File: config.mk
export PLATFORM = sky130hd
export DESIGN_NAME = interval_booking_table
export DESIGN_NICKNAME = d
export VERILOG_FILES = /design/src/sv/ibt_pkg.sv /design/src/sv/ibt_ctrl.sv /design/src/sv/ibt_datapath.sv /design/src/sv/interval_booking_table.sv
export SDC_FILE = /design/constraint.sdc
export NUM_CORES = 2
export LEC_CHECK = 0
export BUFFER_PORTS_ARGS = -buffer_cell sky130_fd_sc_hd__buf_2
export CAP_MARGIN = 30
export CORE_AREA = 4 4 475 477
export DETAILED_ROUTE_END_ITERATION = 16
export DIE_AREA = 0 0 479 481
export PLACE_DENSITY = 0.71
export SYNTH_ARGS = -nofsm -noshare
export SYNTH_HDL_FRONTEND = slang
export SYNTH_SLANG_ARGS = --single-unit
File: constraint.sdc
create_clock -name aclk -period 8.91 [get_ports aclk]
set_input_delay 0.4455 -clock aclk [delete_from_list [all_inputs] [get_ports aclk]]
set_output_delay 0.4455 -clock aclk [all_outputs]
set_load 0.005 [all_outputs]
File: src/sv/ibt_pkg.sv
`timescale 1ns / 1ps
`default_nettype none
// ----------------------------------------------------------------------------
// ibt_pkg
// Shared codes, widths and controller/datapath interface types for the
// interval booking table.
// ----------------------------------------------------------------------------
package ibt_pkg;

    localparam int RES_W = 7;
    localparam int STS_W = 2;

    localparam logic OP_BOOK  = 1'b0;
    localparam logic OP_COUNT = 1'b1;

    localparam logic [STS_W-1:0] ST_OK        = 2'd0;
    localparam logic [STS_W-1:0] ST_FULL      = 2'd1;
    localparam logic [STS_W-1:0] ST_BAD_ORDER = 2'd2;

    typedef struct packed {
        logic load;
        logic clear;
        logic scan;
        logic insert;
        logic res_load;
    } ibt_cmd_t;

    typedef struct packed {
        logic clear_last;
        logic scan_done;
        logic short_req;
        logic out_free;
    } ibt_stat_t;

endpackage
`default_nettype wire

File: src/sv/ibt_ctrl.sv
`timescale 1ns / 1ps
`default_nettype none
// ----------------------------------------------------------------------------
// ibt_ctrl
// Sequencer: clearing pass, request intake, table scan, insert and result.
// ----------------------------------------------------------------------------
module ibt_ctrl (
    input  wire                aclk,
    input  wire                aresetn,
    input  wire                s_valid,
    output logic               s_ready,
    input  ibt_pkg::ibt_stat_t stat,
    output ibt_pkg::ibt_cmd_t  cmd
);
    import ibt_pkg::*;

    localparam logic [2:0] S_CLEAR  = 3'd0;
    localparam logic [2:0] S_IDLE   = 3'd1;
    localparam logic [2:0] S_SCAN   = 3'd2;
    localparam logic [2:0] S_INSERT = 3'd3;
    localparam logic [2:0] S_RESULT = 3'd4;

    logic [2:0] state_reg;
    logic [2:0] state_next;

    always_ff @(posedge aclk) begin
        if (!aresetn) begin
            state_reg <= S_CLEAR;
        end else begin
            state_reg <= state_next;
        end
    end

    always_comb begin
        state_next   = state_reg;
        cmd          = '0;
        s_ready      = 1'b0;
        case (state_reg)
            S_CLEAR: begin
                cmd.clear = 1'b1;
                if (stat.clear_last) begin
                    state_next = S_IDLE;
                end
            end
            S_IDLE: begin
                s_ready = 1'b1;
                if (s_valid) begin
                    cmd.load   = 1'b1;
                    state_next = stat.short_req ? S_RESULT : S_SCAN;
                end
            end
            S_SCAN: begin
                cmd.scan = 1'b1;
                if (stat.scan_done) begin
                    state_next = S_INSERT;
                end
            end
            S_INSERT: begin
                cmd.insert = 1'b1;
                state_next = S_RESULT;
            end
            S_RESULT: begin
                if (stat.out_free) begin
                    cmd.res_load = 1'b1;
                    state_next   = S_IDLE;
                end
            end
            default: begin
                state_next = S_CLEAR;
            end
        endcase
    end

endmodule
`default_nettype wire

File: src/sv/ibt_datapath.sv
`timescale 1ns / 1ps
`default_nettype none
// ----------------------------------------------------------------------------
// ibt_datapath
// Entry memory, scan compare stage, eviction and free-slot tracking, held
// count and result register.
// ----------------------------------------------------------------------------
module ibt_datapath #(
    parameter int TABLE_ENTRIES = 64,
    parameter int COORD_BITS    = 20
) (
    input  wire                           aclk,
    input  wire                           aresetn,
    input  ibt_pkg::ibt_cmd_t             cmd,
    output ibt_pkg::ibt_stat_t            stat,
    input  wire                           s_opcode,
    input  wire [COORD_BITS-1:0]          s_range_low,
    input  wire [COORD_BITS-1:0]          s_range_high,
    output logic                          m_valid,
    input  wire                           m_ready,
    output logic [ibt_pkg::RES_W-1:0]     m_result_count,
    output logic [ibt_pkg::STS_W-1:0]     m_status
);
    import ibt_pkg::*;

    localparam int IDX_W  = $clog2(TABLE_ENTRIES);
    localparam int CNT_W  = $clog2(TABLE_ENTRIES + 1);
    localparam int WORD_W = 2 * COORD_BITS + 1;
    localparam logic [IDX_W-1:0] LAST_IDX = IDX_W'(TABLE_ENTRIES - 1);

    // entry word: {valid, low, high}
    logic [WORD_W-1:0] mem [TABLE_ENTRIES];
    logic [WORD_W-1:0] rd_data_reg;

    logic [IDX_W-1:0]      addr_reg;
    logic                  rd_active_reg;
    logic                  cmp_vld_reg;
    logic [IDX_W-1:0]      cmp_idx_reg;
    logic                  op_reg;
    logic                  bad_reg;
    logic [COORD_BITS-1:0] lo_reg;
    logic [COORD_BITS-1:0] hi_reg;
    logic [CNT_W-1:0]      removed_reg;
    logic [CNT_W-1:0]      held_reg;
    logic                  free_found_reg;
    logic [IDX_W-1:0]      free_idx_reg;
    logic                  m_valid_reg;
    logic [RES_W-1:0]      m_result_count_reg;
    logic [STS_W-1:0]      m_status_reg;

    logic                  ent_v;
    logic [COORD_BITS-1:0] ent_lo;
    logic [COORD_BITS-1:0] ent_hi;
    logic                  hit;
    logic                  mem_we;
    logic [IDX_W-1:0]      mem_waddr;
    logic [WORD_W-1:0]     mem_wdata;

    assign ent_v  = rd_data_reg[WORD_W-1];
    assign ent_lo = rd_data_reg[2*COORD_BITS-1:COORD_BITS];
    assign ent_hi = rd_data_reg[COORD_BITS-1:0];
    assign hit    = cmp_vld_reg && ent_v && (ent_hi >= lo_reg) && (hi_reg >= ent_lo);

    // single write port: clearing pass, eviction or insert
    always_comb begin
        mem_we    = 1'b0;
        mem_waddr = addr_reg;
        mem_wdata = '0;
        if (cmd.clear) begin
            mem_we = 1'b1;
        end else if (cmd.scan && hit) begin
            mem_we    = 1'b1;
            mem_waddr = cmp_idx_reg;
        end else if (cmd.insert && free_found_reg) begin
            mem_we    = 1'b1;
            mem_waddr = free_idx_reg;
            mem_wdata = {1'b1, lo_reg, hi_reg};
        end
    end

    always_ff @(posedge aclk) begin
        if (mem_we) begin
            mem[mem_waddr] <= mem_wdata;
        end
        rd_data_reg <= mem[addr_reg];
    end

    // scan address and compare stage
    always_ff @(posedge aclk) begin
        if (!aresetn) begin
            addr_reg      <= '0;
            rd_active_reg <= 1'b0;
            cmp_vld_reg   <= 1'b0;
        end else if (cmd.clear) begin
            addr_reg <= (addr_reg == LAST_IDX) ? '0 : addr_reg + 1'b1;
        end else if (cmd.load) begin
            addr_reg      <= '0;
            rd_active_reg <= 1'b1;
            cmp_vld_reg   <= 1'b0;
        end else if (cmd.scan) begin
            cmp_vld_reg <= rd_active_reg;
            cmp_idx_reg <= addr_reg;
            if (rd_active_reg) begin
                if (addr_reg == LAST_IDX) begin
                    rd_active_reg <= 1'b0;
                end else begin
                    addr_reg <= addr_reg + 1'b1;
                end
            end
        end else begin
            cmp_vld_reg <= 1'b0;
        end
    end

    // request capture
    always_ff @(posedge aclk) begin
        if (cmd.load) begin
            op_reg  <= s_opcode;
            bad_reg <= (s_range_low > s_range_high);
            lo_reg  <= s_range_low;
            hi_reg  <= s_range_high;
        end
    end

    // eviction count, first free entry, held count
    always_ff @(posedge aclk) begin
        if (!aresetn) begin
            removed_reg    <= '0;
            held_reg       <= '0;
            free_found_reg <= 1'b0;
        end else if (cmd.load) begin
            removed_reg    <= '0;
            free_found_reg <= 1'b0;
        end else if (cmd.scan && cmp_vld_reg) begin
            if (hit) begin
                removed_reg <= removed_reg + 1'b1;
            end
            if ((!ent_v || hit) && !free_found_reg) begin
                free_found_reg <= 1'b1;
                free_idx_reg   <= cmp_idx_reg;
            end
        end else if (cmd.insert) begin
            held_reg <= held_reg - removed_reg + CNT_W'(free_found_reg);
        end
    end

    // result register
    always_ff @(posedge aclk) begin
        if (!aresetn) begin
            m_valid_reg <= 1'b0;
        end else if (cmd.res_load) begin
            m_valid_reg <= 1'b1;
        end else if (m_ready) begin
            m_valid_reg <= 1'b0;
        end
    end

    always_ff @(posedge aclk) begin
        if (cmd.res_load) begin
            if (op_reg == OP_COUNT) begin
                m_result_count_reg <= RES_W'(held_reg);
                m_status_reg       <= ST_OK;
            end else if (bad_reg) begin
                m_result_count_reg <= '0;
                m_status_reg       <= ST_BAD_ORDER;
            end else begin
                m_result_count_reg <= RES_W'(removed_reg);
                m_status_reg       <= free_found_reg ? ST_OK : ST_FULL;
            end
        end
    end

    assign m_valid        = m_valid_reg;
    assign m_result_count = m_result_count_reg;
    assign m_status       = m_status_reg;

    assign stat.clear_last = (addr_reg == LAST_IDX);
    assign stat.scan_done  = cmp_vld_reg && (cmp_idx_reg == LAST_IDX);
    assign stat.short_req  = (s_opcode == OP_COUNT) || (s_range_low > s_range_high);
    assign stat.out_free   = !m_valid_reg || m_ready;

endmodule
`default_nettype wire

File: src/sv/interval_booking_table.sv
`timescale 1ns / 1ps
`default_nettype none
// ----------------------------------------------------------------------------
// interval_booking_table
// Holds up to TABLE_ENTRIES disjoint closed intervals. A booking request
// evicts every held interval that overlaps the new one, stores the new one in
// the lowest free entry and returns the eviction count; a count request
// returns the number held. After reset the entry memory is cleared in a pass
// over every entry before the first request is taken. A booking is compared
// with each entry once through the single memory read port, then inserts
// and loads its result, and the next request is taken after that; a count
// request or a booking with low above high skips the scan and insert and
// goes straight to the result register. The result sits in an output
// register, so a new request is taken while it waits.
// ----------------------------------------------------------------------------
module interval_booking_table #(
    parameter int TABLE_ENTRIES = 64,
    parameter int COORD_BITS    = 20
) (
    input  wire                           aclk,
    input  wire                           aresetn,
    input  wire                           s_valid,
    output logic                          s_ready,
    input  wire                           s_opcode,
    input  wire [COORD_BITS-1:0]          s_range_low,
    input  wire [COORD_BITS-1:0]          s_range_high,
    output logic                          m_valid,
    input  wire                           m_ready,
    output logic [ibt_pkg::RES_W-1:0]     m_result_count,
    output logic [ibt_pkg::STS_W-1:0]     m_status
);
    import ibt_pkg::*;

    ibt_cmd_t  cmd;
    ibt_stat_t stat;

    ibt_ctrl u_ctrl (
        .aclk    (aclk),
        .aresetn (aresetn),
        .s_valid (s_valid),
        .s_ready (s_ready),
        .stat    (stat),
        .cmd     (cmd)
    );

    ibt_datapath #(
        .TABLE_ENTRIES (TABLE_ENTRIES),
        .COORD_BITS    (COORD_BITS)
    ) u_datapath (
        .aclk           (aclk),
        .aresetn        (aresetn),
        .cmd            (cmd),
        .stat           (stat),
        .s_opcode       (s_opcode),
        .s_range_low    (s_range_low),
        .s_range_high   (s_range_high),
        .m_valid        (m_valid),
        .m_ready        (m_ready),
        .m_result_count (m_result_count),
        .m_status       (m_status)
    );

endmodule
`default_nettype wire

==> metrics.cfg <==
[global_route]
grt_pass1_wl_mm=382.4
grt-ovfl-total=0
grt_use_total_pct=23.45
grt_pass1_vias=50430
antenna_found_initial=20
grt_max_degree=146

[sta]
slew_viol_final=0
fmax_ghz=0.1870
period_share_pct=60.03
worst_pin_slew_ns=1.158
report.final.hold_viol_count=0
fin_skew_ns=0.06343
post-route-min-period_ns=5.349
finalSetupTns_ns=0
rsz0062_at_grt=no
max_slew_margin_pct=22.82
finalSetupViolCount=0
timing.hold.ws_ns=0.1235

[clock_network]
ctsRootBufferMaster=clkbuf_16
insertion_delay_ns=0.94
cts_resized=0
numCtsBuffers=285
post_cts.repair.setup_buffers=0
cts_tree=yes
htreeDepth=5
cts.sinks=2755
clockBufferDepth=4
clk_pin_slew_worst_paths_ns=0.06

[yosys]
syn_nets=4505
syn_avg_cell_area_um2=24.17
ys_async_sr_fraction_pct=0
ys_types=66
synth-seq-area-share_pct=77.43
synth-seq-cells=2755
yosys_warnings=0
syn-instance-count=4385
synthFlopType=edfxtp_1
netlist_area_um2=106000
synth-edff-count=2687

[cells_and_area]
fill_cells=15990
largest_register_ffs=2624
mostFrequentLayoutCells=edfxtp_1 (2687), mux4_2 (861), clkbuf_16 (294)
final_layout_size_suffix_gt1_share_pct=31.98
final_common_cell=edfxtp_1
final_area_um2=120200
fin_nets=4849
syn_to_final_growth_pct=13.46

[floorplanning]
die_x_um=479
rows=173
start_util_pct=47.85
io_pins=56
dieArea_um2=230400
die_h_um=481
core_area_um2=221400

[setup_path]
ff2ff_path_depth=11
crit_type=reg2reg
reg2reg_to=u_datapath.mem[38][20]
crit_path_end=u_datapath.mem[38][20]
rrSetupSlack_ns=3.56
path_max_fanout=42
startpoint_type=register
required_ns=9.45
arrival_ns=5.89
endpoint_kind=register
critPathLaunch=u_ctrl.state_reg[2]
r2r-start=u_ctrl.state_reg[2]

[power]
pwr-share-comb_pct=11.6
p_clk_share_pct=38.6
p_switching_mw=6.766
peakVddDrop_v=0.0001794
switching_share_pct=23.29
intPower_mw=22.29
p_leak_nw=32.20
seqPwrFrac_pct=49.9
powerDensity_nw_per_um2=241.7

[flow_run]
max_cap_violations=0

[route]
drt_iter0_markers=7299
viasPerCell=6.338
drt_wl_total_mm=269.3
drc_errors=0
met1Wirelength_mm=97.59
met2_length_mm=131.3
postRouteAntennaNets=0
top_layer=met5
route.met3.wl_mm=28.61
routedWlPerCell_um=33.99
firstDrtPassIters=6
vias=50230

[outcome]
status=finished, final reports clean

[place]
hpwl_mm=153.1
placed_area_um2=111000
numPortBuffers=55
gp_congestion=0.8837

[hold_path]
hp-class=in2reg

critical path: stages, from the launching register on:
cell and delay [ns]:
dfxtp_1 0.49, nor2_1 0.12, and2_1 0.20, nand2_2 0.07, buf_4 0.59, inv_2 0.45, buf_4 0.41, o311ai_2 0.31
buf_4 0.30, nand3_1 0.37, nor2_4 0.78, buf_4 0.76
cells in the mapped netlist, types with 4 or more instances:
cell type	count	area, µm²
buf_2	52	260.3
inv_1	80	300.3
nor2_1	66	247.7
a21o_1	11	82.58
o21ai_0	21	105.1
o211ai_1	6	45.04
and3_1	23	143.9
nand2b_1	6	37.54
nor2b_1	9	56.30
o2111ai_1	5	43.79
nand3_1	12	60.06
nand4_1	13	81.33
dfxtp_1	68	1361
nand2_1	53	198.9
mux4_2	861	19390
o21a_1	4	30.03
or3_1	5	31.28
a21boi_0	5	37.54
buf_4	11	82.58
ha_1	74	925.9
nor3_1	49	245.2
a211oi_1	5	37.54
o31ai_1	9	67.56
xnor2_1	8	70.07
buf_1	48	180.2
clkbuf_1	105	394.1
and2_1	10	62.56
edfxtp_1	2687	80690
a21oi_1	21	105.1
o211ai_2	5	62.56
layout make-up:
| type | count | area [µm²] | area share (%) |
|---|---|---|---|
| inverters | 81 | 304.0 | 0.2529 |
| clock buffers | 379 | 7756 | 6.451 |
| diodes | 15 | 37.54 | 0.03122 |
| multi-input cells | 1331 | 23210 | 19.31 |
| repair buffers | 275 | 2207 | 1.836 |
| well taps | 2975 | 3722 | 3.096 |
| flip-flops and latches | 2755 | 82070 | 68.27 |
| clock inverters | 113 | 913.4 | 0.7597 |
what timing repair did:
| action | CTS | global route |
|---|---|---|
| endpoints found under the setup margin | 0 | 0 |
| hold buffers | 44 | 0 |
| hold endpoints to repair | 55 | 0 |
layer usage:
metal	GRT usage, %	vias up
met5	0	-
met4	9.260	8
met3	5.559	514
met2	37.44	3197
met1	31.59	26920
li1	-	19580
power groups by stage:
stage               registers, mW  logic, mW  clock network [mW]
global placement             14.8       3.33                   0
detailed placement           14.8       3.32                   0
CTS                          14.5       3.36                11.4
finish                       14.5       3.36                11.2
global route                 14.5       3.53                11.9
floorplan                    14.7       2.34                   0
worst min-delay path by stage:
stage / to / slack, ns / start / cells after the start
2_1_floorplan: u_datapath.cmp_idx_reg[2] / 0.40 / u_datapath.addr_reg[2] / 0
3_3_place_gp: u_datapath.held_reg[2] / 0.48 / u_datapath.held_reg[2] / 2
3_5_place_dp: u_datapath.free_idx_reg[5] / 0.47 / u_datapath.cmp_idx_reg[5] / 0
4_1_cts: u_ctrl.state_reg[2] / 0.08 / m_ready / 5
5_1_grt: u_datapath.m_valid / 0.14 / m_ready / 4
6_report: u_datapath.m_valid / 0.12 / m_ready / 4
cell families (layout without fill, tap and decap cells):
kind of cell / Yosys count / after routing / share of synthesized area, %
flops: 2755 / 2755 / 77.43
mux: 863 / 863 / 18.32
buf+inv: 299 / 848 / 1.174
simple gates: 263 / 263 / 1.248
compound gates: 119 / 119 / 0.8454
fa+ha+maj: 75 / 75 / 0.8927
xor+xnor: 11 / 11 / 0.09093
other cells: 0 / 15 / 0
metrics by stage:
stage | worst slack (ns) | util (%) | cells | total power, mW
2_1_floorplan | 1.831 | - | 4385 | 17.02
3_3_place_gp | 3.687 | 50.12 | 7368 | 18.09
3_5_place_dp | 3.745 | 50.14 | 7371 | 18.10
4_1_cts | 3.687 | 54.26 | 7907 | 29.22
5_1_grt | 3.424 | 54.29 | 7917 | 29.97
6_report | 3.561 | 54.29 | 7924 | 29.05
Note: power is estimated with default switching activity, not from simulation.
